`src/rtl/pwtm_pkg.sv`:
```
// Shared constants, types, key increments and the sequencer program of the wavetable mixer.
`timescale 1ns / 1ps

package pwtm_pkg;

   // Fixed geometry
   localparam int TABLE_SIZE      = 2048;
   localparam int NUM_VOICES      = 16;
   localparam int PHASE_FRAC_BITS = 16;
   localparam int SAMPLE_BITS     = 12;
   localparam int GAIN_W          = 16;
   localparam int STEP_W          = 24;

   localparam int ADDR_W  = $clog2(TABLE_SIZE);
   localparam int PHASE_W = ADDR_W + PHASE_FRAC_BITS;
   localparam int VOICE_W = (NUM_VOICES > 1) ? $clog2(NUM_VOICES) : 1;
   localparam int SUM_W   = SAMPLE_BITS + $clog2(NUM_VOICES + 1);

   localparam logic [GAIN_W-1:0]      GAIN_RESET = 16'd3277;
   localparam logic [SAMPLE_BITS-1:0] SAT_MAX    = {SAMPLE_BITS{1'b1}};

   // Key pitches in units of 1e-4 Hz, sample rate 46875 Hz
   localparam longint unsigned STEP_DEN = 64'd46875 * 64'd10000;

   localparam longint unsigned KEY_PITCH_E4 [16] = '{
      64'd2200000, 64'd2330819, 64'd2469417, 64'd2616256,
      64'd2771826, 64'd2936648, 64'd3111270, 64'd3296276,
      64'd3492282, 64'd3699944, 64'd3919954, 64'd4153047,
      64'd4400000, 64'd4661638, 64'd4938833, 64'd5232511
   };

   // Phase increment, rounded half up; evaluated at elaboration only
   function automatic logic [STEP_W-1:0] step_calc(longint unsigned pitch);
      return STEP_W'((((pitch * longint'(TABLE_SIZE)) << PHASE_FRAC_BITS)
                      + STEP_DEN / 2) / STEP_DEN);
   endfunction

   localparam logic [STEP_W-1:0] PHASE_STEP [NUM_VOICES] = '{
      step_calc(KEY_PITCH_E4[0]),  step_calc(KEY_PITCH_E4[1]),
      step_calc(KEY_PITCH_E4[2]),  step_calc(KEY_PITCH_E4[3]),
      step_calc(KEY_PITCH_E4[4]),  step_calc(KEY_PITCH_E4[5]),
      step_calc(KEY_PITCH_E4[6]),  step_calc(KEY_PITCH_E4[7]),
      step_calc(KEY_PITCH_E4[8]),  step_calc(KEY_PITCH_E4[9]),
      step_calc(KEY_PITCH_E4[10]), step_calc(KEY_PITCH_E4[11]),
      step_calc(KEY_PITCH_E4[12]), step_calc(KEY_PITCH_E4[13]),
      step_calc(KEY_PITCH_E4[14]), step_calc(KEY_PITCH_E4[15])
   };

   // Program steps
   typedef logic [2:0] step_type;
   localparam step_type STEP_WAIT   = 3'd0;
   localparam step_type STEP_READ   = 3'd1;
   localparam step_type STEP_INTERP = 3'd2;
   localparam step_type STEP_GAIN   = 3'd3;
   localparam step_type STEP_ACC    = 3'd4;
   localparam step_type STEP_EMIT   = 3'd5;

   typedef enum logic [2:0] {
      COND_NEVER,
      COND_ALWAYS,
      COND_TICK,
      COND_NOT_HELD,
      COND_NOT_LAST,
      COND_FREE
   } cond_type;

   typedef struct packed {
      logic     ready;      // take an input transfer
      logic     rd_en;      // read both neighbor entries
      logic     interp_en;  // register interpolated sample
      logic     gain_en;    // register scaled sample
      logic     acc_en;     // accumulate, step phase, next voice
      logic     out_en;     // load result register
      logic     hold;       // stay on this step when the jump is not taken
      cond_type cond;
      step_type target;
   } ctrl_type;

   typedef struct packed {
      logic tick;   // tick transfer this cycle
      logic held;   // current voice held
      logic last;   // current voice is the last one
      logic free;   // result register can take a value
   } status_type;

   typedef struct packed {
      logic held;
      logic last;
   } dp_status_type;

   // Control store
   function automatic ctrl_type ucode(step_type step);
      ctrl_type w;
      w = '0;
      w.cond   = COND_NEVER;
      w.target = STEP_WAIT;
      case (step)
         STEP_WAIT: begin
            w.ready  = 1'b1;
            w.hold   = 1'b1;
            w.cond   = COND_TICK;
            w.target = STEP_READ;
         end
         STEP_READ: begin
            w.rd_en  = 1'b1;
            w.cond   = COND_NOT_HELD;
            w.target = STEP_ACC;
         end
         STEP_INTERP: begin
            w.interp_en = 1'b1;
         end
         STEP_GAIN: begin
            w.gain_en = 1'b1;
         end
         STEP_ACC: begin
            w.acc_en = 1'b1;
            w.cond   = COND_NOT_LAST;
            w.target = STEP_READ;
         end
         STEP_EMIT: begin
            w.out_en = 1'b1;
            w.hold   = 1'b1;
            w.cond   = COND_FREE;
            w.target = STEP_WAIT;
         end
         default: begin
            w.cond   = COND_ALWAYS;
            w.target = STEP_WAIT;
         end
      endcase
      return w;
   endfunction

endpackage

```
`src/rtl/pwtm_dp.sv`:
```
// Voice datapath: phases, interpolation, gain multiply and mix accumulator.
`timescale 1ns / 1ps

module pwtm_dp
   import pwtm_pkg::*;
(
   input  logic                   clock,
   input  logic                   reset,
   input  ctrl_type               ctrl,
   input  logic                   start,
   input  logic [NUM_VOICES-1:0]  start_mask,
   input  logic [GAIN_W-1:0]      gain,
   input  logic [SAMPLE_BITS-1:0] rd_data_a,
   input  logic [SAMPLE_BITS-1:0] rd_data_b,
   output logic [ADDR_W-1:0]      rd_addr_a,
   output logic [ADDR_W-1:0]      rd_addr_b,
   output dp_status_type          dp_status,
   output logic [SUM_W-1:0]       sum
);

   localparam int PROD_W = SAMPLE_BITS + PHASE_FRAC_BITS + 2;
   localparam int GPROD_W = SAMPLE_BITS + GAIN_W;

   logic [VOICE_W-1:0]     voice_ff, voice_in;
   logic [PHASE_W-1:0]     phase_ff [NUM_VOICES];
   logic [NUM_VOICES-1:0]  mask_ff;
   logic [SAMPLE_BITS-1:0] interp_ff, interp_in;
   logic [SAMPLE_BITS-1:0] contrib_ff, contrib_in;
   logic [SUM_W-1:0]       sum_ff, sum_in;

   logic [PHASE_W-1:0]         phase_cur, phase_in;
   logic [PHASE_FRAC_BITS-1:0] frac;
   logic                       held;
   logic signed [SAMPLE_BITS:0] diff, ramp, interp_full;
   logic signed [PROD_W-1:0]   prod, prod_sh;
   logic [GPROD_W-1:0]         gprod;

   always_comb begin
      phase_cur = phase_ff[voice_ff];
      held      = mask_ff[voice_ff];
      frac      = phase_cur[PHASE_FRAC_BITS-1:0];
      rd_addr_a = phase_cur[PHASE_W-1 -: ADDR_W];
      rd_addr_b = ADDR_W'(rd_addr_a + 1'b1);   // wraps to entry 0

      // (a*(1-f) + b*f) >> F  ==  a + floor((b-a)*f / 2^F)
      diff        = $signed({1'b0, rd_data_b}) - $signed({1'b0, rd_data_a});
      prod        = PROD_W'(diff) * PROD_W'($signed({1'b0, frac}));
      prod_sh     = prod >>> PHASE_FRAC_BITS;
      ramp        = $signed(prod_sh[SAMPLE_BITS:0]);
      interp_full = $signed({1'b0, rd_data_a}) + ramp;
      interp_in   = interp_full[SAMPLE_BITS-1:0];

      gprod      = GPROD_W'(interp_ff) * GPROD_W'(gain);
      contrib_in = gprod[GPROD_W-1 -: SAMPLE_BITS];

      sum_in   = sum_ff + (held ? SUM_W'(contrib_ff) : SUM_W'(0));
      phase_in = held ? PHASE_W'(phase_cur + PHASE_W'(PHASE_STEP[voice_ff])) : '0;
      voice_in = VOICE_W'(voice_ff + 1'b1);
   end

   assign dp_status.held = held;
   assign dp_status.last = (voice_ff == VOICE_W'(NUM_VOICES - 1));
   assign sum            = sum_ff;

   // Control state: voice pointer and phases
   always_ff @(posedge clock) begin
      if (reset) begin
         voice_ff <= '0;
         for (int k = 0; k < NUM_VOICES; k++) begin
            phase_ff[k] <= '0;
         end
      end else if (start) begin
         voice_ff <= '0;
      end else if (ctrl.acc_en) begin
         phase_ff[voice_ff] <= phase_in;
         voice_ff           <= voice_in;
      end
   end

   // Payload
   always_ff @(posedge clock) begin
      if (start) begin
         mask_ff <= start_mask;
         sum_ff  <= '0;
      end else if (ctrl.acc_en) begin
         sum_ff <= sum_in;
      end
      if (ctrl.interp_en) begin
         interp_ff <= interp_in;
      end
      if (ctrl.gain_en) begin
         contrib_ff <= contrib_in;
      end
   end

endmodule

```
`config.mk`:
```
export PLATFORM = sky130hd
export DESIGN_NAME = pwtm_dp
export DESIGN_NICKNAME = d
export VERILOG_FILES = /design/src/rtl/pwtm_pkg.sv /design/src/rtl/pwtm_dp.sv
export SDC_FILE = /design/constraint.sdc
export NUM_CORES = 2
export LEC_CHECK = 0
export BUFFER_PORTS_ARGS = -buffer_cell sky130_fd_sc_hd__buf_2
export CAP_MARGIN = 5
export CORE_ASPECT_RATIO = 0.5
export CORE_UTILIZATION = 44
export DETAILED_ROUTE_END_ITERATION = 7
export HOLD_SLACK_MARGIN = 0.03
export PLACE_DENSITY_LB_ADDON = 0.2
export SLEW_MARGIN = 20
export SYNTH_ARGS = -nofsm -noshare
export SYNTH_HDL_FRONTEND = slang
export SYNTH_SLANG_ARGS = --single-unit
```
`constraint.sdc`:
```
create_clock -name clock -period 9.9 [get_ports clock]
set_clock_uncertainty 0.05 [all_clocks]
set_input_delay 1.485 -clock clock [delete_from_list [all_inputs] [get_ports clock]]
set_output_delay 1.485 -clock clock [all_outputs]
set_load 0.005 [all_outputs]
```
==> flow_metrics.py <==
metrics = {
    "critical_path": {
        "r2r_slack_ps": 910,
        "cp_top_family": "adder cells",
        "required_ps": 10190,
        "cp.arrival_ps": 10070,
        "r2r-end": "interp_ff[11]$_DFFE_PP_",
        "cpPeakStageDelay_ps": 560,
        "crit_path_start_kind": "input pin",
        "path_class": "input pin to flop",
        "cpMaxStageDelayCell": "fa_1",
        "end_kind": "flop",
        "cpMostUsedCell": "fa_1",
        "crit_cells": 42,
        "crit_fanout": 2,
        "crit_buf_inv": 6,
        "reg2reg_depth": 33,
    },
    "clock_network": {
        "cts.path.max_buffers": 3,
        "cts_buffers": 49,
        "cts-hold-fix-buffers": 0,
        "path_clk_slew_ps": 70,
        "cts_tree": "done",
        "cts_root_buffer": "clkbuf_16",
        "h-tree-depth": 2,
        "clock_latency_ps": 630,
        "cts.sinks": 497,
    },
    "logic_synthesis": {
        "async_reset_ff_share_pct": 0,
        "synth_seq_cells": 497,
        "netlist_area_sq_um": 35600,
        "synth_top_area_share_pct": 39.8,
        "synth_top_area_cell": "edfxtp_1",
        "syn_avg_cell_area_sq_um": 11.4,
        "synth_xor_area_share_pct": 2.44,
        "synth_top_family_by_area": "adder cells",
        "synth-simple-area-share_pct": 14.0,
        "ys.flop_type": "edfxtp_1",
        "syn_nets": 3710,
        "synth_area_leaders": "edfxtp_1, fa_1, mux4_2, ha_1, nor2_1",
        "muxShareOfSynthArea_pct": 9.03,
        "syn_inst": 3131,
        "synth_enable_flop_cells": 472,
        "synth-seq-area-share_pct": 41.2,
        "ys_types": 61,
        "synth_compound_area_share_pct": 3.49,
        "yosys.area_share.adder_pct": 24.0,
        "synth_warnings": 0,
    },
    "sta": {
        "max_freq_mhz": 102,
        "fin_crit_sh_pct": 98.8,
        "worst_slack_ps": 120,
        "finalHoldWorstSlack_ps": 460,
        "slew-limit-headroom_pct": 22.9,
        "finalSetupTns_ps": 0,
        "period_minus_slack_ps": 9780,
        "slew_violations": 0,
        "hold_viol_final": 0,
        "rsz0062_at_grt": "true",
        "tightestPinTransition_ps": 1150,
        "setup_viol": 0,
    },
    "flow_run": {
        "cap_violations": 0,
    },
    "final_layout": {
        "finalCoreUtilization_pct": 49.6,
        "drive_gt1_share_pct": 15.2,
        "finalNetCount": 3815,
        "final_common_cell": "nor2_1",
        "antennaDiodeCount": 0,
        "syn_to_final_growth_pct": 11.1,
        "final_cell_mix": "nor2_1, edfxtp_1, inv_1",
    },
    "routing": {
        "drcViolationCount": 0,
        "dr.pass1.iters": 7,
        "drt_iter0_drc": 2015,
        "drt_wl_total_microns": 89700,
        "dr_total_vias": 23400,
        "routedWlPerCell_microns": 20.6,
        "avgViaCountPerCell": 5.36,
        "drtAntennaViolNets": 0,
    },
    "floorplanning": {
        "core_sq_um": 79800,
        "die_width_microns": 404,
        "die_h_microns": 203,
        "rows": 73,
        "io_pins": 113,
        "initial_utilization_pct": 44.6,
        "fp.dieArea_sq_um": 82200,
    },
    "place": {
        "place_ws_ps": -857,
        "numPortBuffers": 102,
        "gp_congestion": 0.835,
        "dp_hpwl_microns": 63200,
    },
    "global_route": {
        "grt_pass1_wl_microns": 140000,
        "gr-usage-all-layers_pct": 22.2,
        "grt_max_degree": 42,
        "antenna_found_initial": 1,
        "grt_pass1_vias": 24100,
        "grt-ovfl-total": 0,
    },
    "min_path": {
        "min_to": "sum[1]$_SDFFE_PP0P_",
        "hold_depth": 2,
        "hold_start": "sum[1]$_SDFFE_PP0P_",
        "hold_path.class": "flop to flop",
    },
    "status": {
        "status": "complete, no violations",
    },
}
repair_timing:
| action | in CTS | in global routing |
|---|---|---|
| gates resized for setup | 7 | 51 |
| endpoints found under the hold margin | 0 | 0 |
| endpoints found under the setup margin | 2 | 5 |
| setup buffers | 0 | 6 |
| pin swaps | 1 | 55 |
worst max-delay path by stage:
stage,from,to
detailed placement,rd_data_a[1],interp_ff[11]$_DFFE_PP_
finish,rd_data_b[0],interp_ff[11]$_DFFE_PP_
CTS,rd_data_b[0],interp_ff[11]$_DFFE_PP_
global route,rd_data_b[0],interp_ff[11]$_DFFE_PP_
global placement,rd_data_a[1],interp_ff[11]$_DFFE_PP_
floorplan,rd_data_b[0],interp_ff[11]$_DFFE_PP_
metrics by stage:
| stage | instances | instance area, sq um |
|---|---|---|
| 4_1_cts | 4354 | 39300 |
| 5_1_grt | 4360 | 39600 |
| 3_5_place_dp | 4266 | 37800 |
| 3_3_place_gp | 4266 | 37800 |
| 6_report | 4360 | 39600 |
| 2_1_floorplan | 3131 | 35700 |
cells in the mapped netlist, types with 3 or more instances:
cell / instances
nor3_1: 17
dfxtp_1: 25
or2_2: 3
edfxtp_1: 472
xnor2_1: 56
a31o_2: 3
nor2_1: 522
o21a_1: 13
a211oi_1: 8
clkbuf_1: 132
o21ai_0: 37
ha_1: 211
nand2_1: 341
buf_2: 25
nand3_1: 41
a21boi_0: 5
and2_1: 118
o211ai_1: 8
nand4_1: 7
buf_1: 7
inv_1: 353
buf_6: 4
o21bai_1: 4
fa_1: 296
mux2i_1: 29
nand2b_1: 31
mux4_2: 130
a31oi_1: 3
a21oi_1: 67
a41oi_1: 4
and3_1: 21
xor2_1: 32
buf_4: 9
a21o_1: 22
a22oi_1: 4
xnor2_2: 4
nor2b_1: 30
or3_1: 4
or2b_1: 6
kinds of logic after synthesis:
family,after synthesis
and+or+nand+nor,1148
buffers and inverters,532
adders and majority gates,507
DFF,497
AOI/OAI and AO/OA,194
muxes,159
xor gates and xnor gates,94
routing by layer:
layer	up-vias	GRT usage, %	wire length (microns)
li1	10600	-	-
met1	11900	31.3	39600
met2	729	37.1	43000
met3	102	2.99	5820
met4	2	4.22	1330
met5	-	0	15
worst min-delay path, stage by stage (launching register included):
cell and delay (ps):
dfxtp_1 330, nor2_1 90, a211oi_1 40
flip-flops by register name, indices dropped and copies added (netlist names), named ones only:
name        count
phase_ff      432
sum            17
mask_ff        16
contrib_ff     12
interp_ff      12
voice_ff        4
layout make-up:
| class | instances | area [sq um] |
|---|---|---|
| Clock inverter | 19 | 191 |
| Multi-Input combinational cell | 2102 | 19200 |
| Sequential cell | 497 | 14700 |
| Tap cell | 1087 | 1360 |
| Inverter | 355 | 1340 |
| Timing Repair Buffer | 231 | 1540 |
| Clock buffer | 69 | 1320 |
| Fill cell | 7172 | 40200 |
Power is left out: the tool's default activity adds up to more than one toggle a clock period on the data nets, which glitch-free logic cannot reach.
