[config.mk]
export PLATFORM = sky130hd
export DESIGN_NAME = pwtm_seq
export DESIGN_NICKNAME = d
export VERILOG_FILES = /design/src/rtl/pwtm_pkg.sv /design/src/rtl/pwtm_seq.sv
export SDC_FILE = /design/constraint.sdc
export NUM_CORES = 1
export LEC_CHECK = 0
export BUFFER_PORTS_ARGS = -buffer_cell sky130_fd_sc_hd__buf_2
export CAP_MARGIN = 20
export CORE_AREA = 2 2 39 41
export DETAILED_ROUTE_END_ITERATION = 10
export DIE_AREA = 0 0 41 43
export GPL_TIMING_DRIVEN = 0
export SYNTH_ARGS = -nofsm -noshare
export SYNTH_HDL_FRONTEND = slang
export SYNTH_SLANG_ARGS = --single-unit
[constraint.sdc]
create_clock -name clock -period 2 [get_ports clock]
set_input_delay 0.4 -clock clock [delete_from_list [all_inputs] [get_ports clock]]
set_output_delay 0.4 -clock clock [all_outputs]
set_load 0.01 [all_outputs]
[src/rtl/pwtm_pkg.sv]
// Shared constants, types, key increments and the sequencer program of the wavetable mixer.
`timescale 1ns / 1ps

package pwtm_pkg;

   // Fixed geometry
   localparam int TABLE_SIZE      = 2048;
   localparam int NUM_VOICES      = 16;
   localparam int PHASE_FRAC_BITS = 16;
   localparam int SAMPLE_BITS     = 12;
   localparam int GAIN_W          = 16;
   localparam int STEP_W          = 24;

   localparam int ADDR_W  = $clog2(TABLE_SIZE);
   localparam int PHASE_W = ADDR_W + PHASE_FRAC_BITS;
   localparam int VOICE_W = (NUM_VOICES > 1) ? $clog2(NUM_VOICES) : 1;
   localparam int SUM_W   = SAMPLE_BITS + $clog2(NUM_VOICES + 1);

   localparam logic [GAIN_W-1:0]      GAIN_RESET = 16'd3277;
   localparam logic [SAMPLE_BITS-1:0] SAT_MAX    = {SAMPLE_BITS{1'b1}};

   // Key pitches in units of 1e-4 Hz, sample rate 46875 Hz
   localparam longint unsigned STEP_DEN = 64'd46875 * 64'd10000;

   localparam longint unsigned KEY_PITCH_E4 [16] = '{
      64'd2200000, 64'd2330819, 64'd2469417, 64'd2616256,
      64'd2771826, 64'd2936648, 64'd3111270, 64'd3296276,
      64'd3492282, 64'd3699944, 64'd3919954, 64'd4153047,
      64'd4400000, 64'd4661638, 64'd4938833, 64'd5232511
   };

   // Phase increment, rounded half up; evaluated at elaboration only
   function automatic logic [STEP_W-1:0] step_calc(longint unsigned pitch);
      return STEP_W'((((pitch * longint'(TABLE_SIZE)) << PHASE_FRAC_BITS)
                      + STEP_DEN / 2) / STEP_DEN);
   endfunction

   localparam logic [STEP_W-1:0] PHASE_STEP [NUM_VOICES] = '{
      step_calc(KEY_PITCH_E4[0]),  step_calc(KEY_PITCH_E4[1]),
      step_calc(KEY_PITCH_E4[2]),  step_calc(KEY_PITCH_E4[3]),
      step_calc(KEY_PITCH_E4[4]),  step_calc(KEY_PITCH_E4[5]),
      step_calc(KEY_PITCH_E4[6]),  step_calc(KEY_PITCH_E4[7]),
      step_calc(KEY_PITCH_E4[8]),  step_calc(KEY_PITCH_E4[9]),
      step_calc(KEY_PITCH_E4[10]), step_calc(KEY_PITCH_E4[11]),
      step_calc(KEY_PITCH_E4[12]), step_calc(KEY_PITCH_E4[13]),
      step_calc(KEY_PITCH_E4[14]), step_calc(KEY_PITCH_E4[15])
   };

   // Program steps
   typedef logic [2:0] step_type;
   localparam step_type STEP_WAIT   = 3'd0;
   localparam step_type STEP_READ   = 3'd1;
   localparam step_type STEP_INTERP = 3'd2;
   localparam step_type STEP_GAIN   = 3'd3;
   localparam step_type STEP_ACC    = 3'd4;
   localparam step_type STEP_EMIT   = 3'd5;

   typedef enum logic [2:0] {
      COND_NEVER,
      COND_ALWAYS,
      COND_TICK,
      COND_NOT_HELD,
      COND_NOT_LAST,
      COND_FREE
   } cond_type;

   typedef struct packed {
      logic     ready;      // take an input transfer
      logic     rd_en;      // read both neighbor entries
      logic     interp_en;  // register interpolated sample
      logic     gain_en;    // register scaled sample
      logic     acc_en;     // accumulate, step phase, next voice
      logic     out_en;     // load result register
      logic     hold;       // stay on this step when the jump is not taken
      cond_type cond;
      step_type target;
   } ctrl_type;

   typedef struct packed {
      logic tick;   // tick transfer this cycle
      logic held;   // current voice held
      logic last;   // current voice is the last one
      logic free;   // result register can take a value
   } status_type;

   typedef struct packed {
      logic held;
      logic last;
   } dp_status_type;

   // Control store
   function automatic ctrl_type ucode(step_type step);
      ctrl_type w;
      w = '0;
      w.cond   = COND_NEVER;
      w.target = STEP_WAIT;
      case (step)
         STEP_WAIT: begin
            w.ready  = 1'b1;
            w.hold   = 1'b1;
            w.cond   = COND_TICK;
            w.target = STEP_READ;
         end
         STEP_READ: begin
            w.rd_en  = 1'b1;
            w.cond   = COND_NOT_HELD;
            w.target = STEP_ACC;
         end
         STEP_INTERP: begin
            w.interp_en = 1'b1;
         end
         STEP_GAIN: begin
            w.gain_en = 1'b1;
         end
         STEP_ACC: begin
            w.acc_en = 1'b1;
            w.cond   = COND_NOT_LAST;
            w.target = STEP_READ;
         end
         STEP_EMIT: begin
            w.out_en = 1'b1;
            w.hold   = 1'b1;
            w.cond   = COND_FREE;
            w.target = STEP_WAIT;
         end
         default: begin
            w.cond   = COND_ALWAYS;
            w.target = STEP_WAIT;
         end
      endcase
      return w;
   endfunction

endpackage

[src/rtl/pwtm_seq.sv]
// Microprogram sequencer: step counter, control store and conditional jumps.
`timescale 1ns / 1ps

module pwtm_seq
   import pwtm_pkg::*;
(
   input  logic       clock,
   input  logic       reset,
   input  status_type status,
   output ctrl_type   ctrl
);

   step_type step_ff, step_in;
   logic     jump;

   assign ctrl = ucode(step_ff);

   always_comb begin
      case (ctrl.cond)
         COND_NEVER:    jump = 1'b0;
         COND_ALWAYS:   jump = 1'b1;
         COND_TICK:     jump = status.tick;
         COND_NOT_HELD: jump = ~status.held;
         COND_NOT_LAST: jump = ~status.last;
         COND_FREE:     jump = status.free;
         default:       jump = 1'b0;
      endcase
      if (jump) begin
         step_in = ctrl.target;
      end else if (ctrl.hold) begin
         step_in = step_ff;
      end else begin
         step_in = step_type'(step_ff + 1'b1);
      end
   end

   always_ff @(posedge clock) begin
      if (reset) begin
         step_ff <= STEP_WAIT;
      end else begin
         step_ff <= step_in;
      end
   end

endmodule

==> flow_summary.json, run 1 <==
{
  "sw_frac_of_total_pct": 46.93,
  "synthToLayoutAreaGrowth_pct": 36.77,
  "pwr-share-seq_pct": 16.4,
  "core_area_sq_mm": 0.001384,
  "port_buffers": 17,
  "drt_iter0_markers": 3,
  "dieArea_sq_mm": 0.001763,
  "dp_hpwl_um": 626.4,
  "nNetsFinal": 80,
  "maxCapViolations": 0,
  "cp.arrival_ps": 1420,
  "timing.rr.start": "step_ff[0]",
  "place_ws_ps": 297.7,
  "clkPwrFrac_pct": 14.6,
  "rsz0062_at_grt": "false",
  "drt_wl_total_um": 802,
  "worst_setup_path_end_kind": "output port",
  "critical_path.startpoint": "step_ff[0]",
  "p_leak_nw": 0.2541,
  "place_congestion": 0.7251,
  "busiest_layer": "met2",
  "p_comb_share_pct": 69.0,
  "start_kind": "register",
  "met1_usage_pct": 12.50,
  "fillCellCount": 160,
  "power_density_mw_per_mm2": 1433,
  "worstPathRequired_ps": 1600,
  "switchingPower_mw": 0.3348,
  "worst_ir_drop_vdd_mv": 0.4407,
  "hold_class": "input port to register",
  "largest_register_ffs": 3,
  "die_h_um": 43,
  "synthFlopType": "dfxtp_1",
  "p_int_mw": 0.3786,
  "cts_tree": "yes",
  "yosys_warnings": 0,
  "ys_seq_area_share_pct": 16.49,
  "rows": 14,
  "regMostFlops": "step_ff",
  "drc": 0,
  "grt_pass1_wl_mm": 1.283,
  "clockBufferDepth": 2,
  "finClkSkew_ps": 0.3823,
  "htree_levels": 1,
  "yosysMostFrequentCell": "nor2_1",
  "wire_per_inst_um": 9.548,
  "status": "finished, final reports clean",
  "via_per_inst": 4.202,
  "syn-num-nets": 58,
  "netlist_top_cells_area": "ha_1 17%, dfxtp_1 16%, nor2_1 8.2%",
  "setup.worst_path.class": "register to output port",
  "grt_antenna_before_repair": 0,
  "finalHoldViolCount": 0,
  "grt_max_degree": 10,
  "worst_slack_ps": 183.7,
  "fmax_mhz": 550.6,
  "start_util_pct": 26.31,
  "die_w_um": 41,
  "min_period_ps": 1816,
  "netlist_instances": 47,
  "met2_usage_pct": 16.88,
  "grt_use_met3_pct": 3.141,
  "finalSetupViolations": 0,
  "dr.pass1.iters": 4,
  "vias": 353,
  "synth-edff-count": 0,
  "ios": 19,
  "drive_above_1_share_pct": 45.59,
  "diodes": 0,
  "ys_types": 25,
  "clkSlewWorstSetupHoldPaths_ps": 30,
  "grt_pass1_vias": 340,
  "finalMaxSlewViolations": 0,
  "post-cts-setup-buffers": 0,
  "grt-ovfl-total": 0,
  "grt_usage_pct": 10.83,
  "reg.largest.list": "step_ff (3)",
  "ant_nets": 0,
  "postSynthAreaPerCell_sq_um": 7.747,
  "cts_sinks": 3,
  "synth.cell_area_sq_um": 364.1,
  "cts_buffers": 3,
  "ys_async_sr_fraction_pct": 0,
  "cts_root_buf": "clkbuf_4",
  "netlist_top_cells_count": "8 x nor2_1, 6 x inv_1, 5 x ha_1",
  "crit_path_max_fanout": 8,
  "hold_start": "reset",
  "synth_top_cell_area_share_pct": 17.18,
  "clk_latency_ps": 230,
  "ys_seq_elements": 3,
  "synth.largest_area_cell": "ha_1",
  "finalCritPeriodShare_pct": 90.82,
  "setup_tns_ps": 0
}
==> logic make-up (layout without fill, tap and decap cells) <==
kind of cell               Yosys count  after routing  synth area share, %
other                                1              1                1.030
DFF                                  3              3                16.50
and+or+nand+nor                     17             17                24.06
xor gates and xnor gates             1              1                2.406
adders and majority gates            5              5                17.18
AOI/OAI and AO/OA                   10             10                20.27
buffers and inverters                9             30                12.37
muxes                                1              1                6.185
==> worst paths after layout <==
kind	endpoint	slack [ps]	cells past startpoint
min reg2reg	step_ff[2]	680	3
min	step_ff[0]	360	2
max	ctrl[6]	180	5
max reg2reg	step_ff[0]	520	6
==> worst max-delay path: stages, from the launching register on <==
cell and delay, ps:
dfxtp_2 410, inv_1 100, ha_1 270, mux2i_4 210, inv_1 50, buf_2 130
==> cell type report <==
class | instances | area [sq um] | area share, %
multi-input combinational | 35 | 259.0 | 52.01
clock buffer | 4 | 26.28 | 5.276
sequential | 3 | 62.56 | 12.56
inverter | 6 | 22.52 | 4.523
tap | 16 | 20.02 | 4.020
buffer | 3 | 22.52 | 4.523
timing repair buffer | 17 | 85.08 | 17.09
==> per-layer routing <==
layer | share of wire [%] | vias to the layer above
met5 | 0 | -
met2 | 47 | 18
met1 | 47 | 144
met4 | 0 | 0
li1 | - | 191
met3 | 6.4 | 0
==> metrics by stage <==
stage	instance area, sq um	instances	util [%]	hold WS (ps)	power [mW]
2_1_floorplan	364.1	47	-	464.6	0.4665
3_3_place_gp	469.2	80	33.91	603.8	0.6010
3_5_place_dp	469.2	80	33.91	602.2	0.6114
4_1_cts	495.5	84	35.80	356.2	0.7208
5_1_grt	498.0	84	35.99	343.2	0.7982
6_report	498.0	84	35.99	356.8	0.7134
==> repair_timing <==
action,4_1_cts,5_1_grt
endpoints found under the setup margin,0,2
gates resized for setup,0,2
hold buffers,0,0
==> power by group through the flow <==
stage | Combinational (mW) | Sequential [mW] | Clock, mW
3_3_place_gp | 0.487 | 0.114 | 0
4_1_cts | 0.498 | 0.112 | 0.110
5_1_grt | 0.559 | 0.121 | 0.118
2_1_floorplan | 0.363 | 0.104 | 0
6_report | 0.493 | 0.117 | 0.104
3_5_place_dp | 0.497 | 0.114 | 0
==> cells in the final DEF, fill, tap and decap left out, types with 2 or more instances in the layout <==
master,count
clkbuf_1,2
ha_1,5
nand2b_1,2
o21ai_0,2
clkbuf_4,3
inv_1,6
a21oi_1,3
buf_2,17
nor2_1,8
dfxtp_2,2
No activity file was read; power rests on OpenSTA's default activity.
==> run 2: changes to the inputs <==
Settings changed: GPL_TIMING_DRIVEN 0 to unset, RECOVER_POWER set to 50.
==> run 2 against run 1 <==
Net effect:
- clock power up 4%
- routed wire length down 9.4%
- clock skew is 2.4 ps higher
- critical endpoint unchanged
- largest cell class unchanged
- critical path depth is the same
- utilization shrank 2.1 points
- sequential cell count did not move
- count of clock-buffer cells in the layout is the same
==> flow_summary.json, run 2 (same netlist as run 1, synthesis figures left out) <==
{
  "status": "finished, final reports clean",
  "die_h_um": 43,
  "sw_frac_of_total_pct": 47.19,
  "finalHoldViolCount": 0,
  "fin_area_sq_um": 469.2,
  "core_area_sq_mm": 0.001384,
  "drt_wl_total_um": 727,
  "min_period_ps": 1885,
  "dp_hpwl_um": 583.3,
  "port_buffers": 17,
  "cts_root_buf": "clkbuf_4",
  "cts.repair.resized": 0,
  "grt_pass1_wl_mm": 1.117,
  "holdBufCountCts": 0,
  "dpl_cell_area_sq_um": 454.2,
  "cts_sinks": 3,
  "via_per_inst": 4.122,
  "mostFrequentLayoutCells": "14 x buf_2, 9 x nor2_1, 6 x inv_1, 5 x ha_1, 4 x clkbuf_1",
  "post-cts-setup-buffers": 0,
  "grt-ovfl-total": 0,
  "mostFrequentLayoutCell": "buf_2",
  "pwr-share-seq_pct": 15.8,
  "nNetsFinal": 78,
  "ios": 19,
  "diodes": 0,
  "drive_above_1_share_pct": 34.85,
  "p_comb_share_pct": 68.2,
  "worst_ir_drop_vdd_mv": 0.4203,
  "synthToLayoutAreaGrowth_pct": 28.87,
  "rsz0062_at_grt": "false",
  "dr.pass1.iters": 3,
  "clockBufferDepth": 2,
  "finalCritPeriodShare_pct": 94.23,
  "drt_iter0_markers": 1,
  "grt_max_degree": 10,
  "start_kind": "register",
  "vias": 338,
  "dp_cells": 78,
  "clk_latency_ps": 240,
  "ant_nets": 0,
  "largest_register_ffs": 3,
  "final_cells": 82,
  "clkPwrFrac_pct": 16.0,
  "worst_setup_path_end_kind": "output port",
  "regMostFlops": "step_ff",
  "start_util_pct": 26.31,
  "crit_path_max_fanout": 8,
  "cts_buffers": 3,
  "htree_levels": 1,
  "cp.arrival_ps": 1480,
  "p_int_mw": 0.3579,
  "finalMaxSlewViolations": 0,
  "dieArea_sq_mm": 0.001763,
  "finClkSkew_ps": 2.827,
  "setup.worst_path.class": "register to output port",
  "maxCapViolations": 0,
  "rows": 14,
  "switchingPower_mw": 0.3198,
  "grt_antenna_before_repair": 0,
  "clkSlewWorstSetupHoldPaths_ps": 40,
  "reg.largest.list": "step_ff (3)",
  "place_congestion": 0.6649,
  "setup_tns_ps": 0,
  "grt_usage_pct": 9.237,
  "wire_per_inst_um": 8.866,
  "grt_pass1_vias": 286,
  "total_power_mw": 0.6777,
  "power_density_mw_per_mm2": 1444,
  "finalSetupViolations": 0,
  "whs_ps": 360.7,
  "hold_class": "input port to register",
  "drc": 0,
  "fmax_mhz": 530.6,
  "p_leak_nw": 0.2340,
  "cts_tree": "yes",
  "worstPathRequired_ps": 1600,
  "die_w_um": 41
}
## run 2: changes by cell type in the layout (fill, tap and decap cells not counted), sizes merged
| cell | previous run | this run |
|---|---|---|
| clkbuf | 5 | 7 |
| buf | 19 | 15 |
## run 2: final cells by class
| cell class | count | area [sq um] |
|---|---|---|
| fillers | 155 | 914.6 |
| multi-input cells | 35 | 251.5 |
| inverters | 6 | 22.52 |
| flip-flops and latches | 3 | 60.06 |
| repair buffers | 18 | 88.84 |
| clock buffers | 4 | 26.28 |
| well taps | 16 | 20.02 |
## run 2: critical path, stage by stage, from the launching register on
cell and delay, ps:
dfxtp_1 470, inv_1 120, ha_1 260, mux2i_4 210, inv_1 50, buf_2 130
## run 2: power by group through the flow
stage / combinational (mW) / sequential, mW / clock, mW
2_1_floorplan: 0.363 / 0.104 / 0
3_3_place_gp: 0.487 / 0.110 / 0
3_5_place_dp: 0.486 / 0.110 / 0
4_1_cts: 0.488 / 0.110 / 0.113
5_1_grt: 0.518 / 0.111 / 0.122
6_report: 0.462 / 0.107 / 0.108
## run 2: path summary, 6_finish.rpt
check                           cells past startpoint  slack, ps         end        from
worst max-delay path                                5        120     ctrl[6]  step_ff[1]
worst min-delay path                                2        360  step_ff[0]       reset
worst max register to register                      5        450  step_ff[2]  step_ff[2]
worst min register to register                      4        760  step_ff[1]  step_ff[0]
## run 2: per-stage QoR
step	utilization [%]	worst slack, ps
2_1_floorplan	-	546.2
3_3_place_gp	32.82	388.4
3_5_place_dp	32.82	356.0
4_1_cts	34.72	91.67
5_1_grt	33.91	16.70
6_report	33.91	115.4
## run 2: per-layer routing
layer,wire length (um),track usage [%],vias up
li1,-,-,189
met1,363,12.86,132
met2,274,12.50,17
met3,90,4.712,0
met4,0,2.000,0
met5,0,0,-
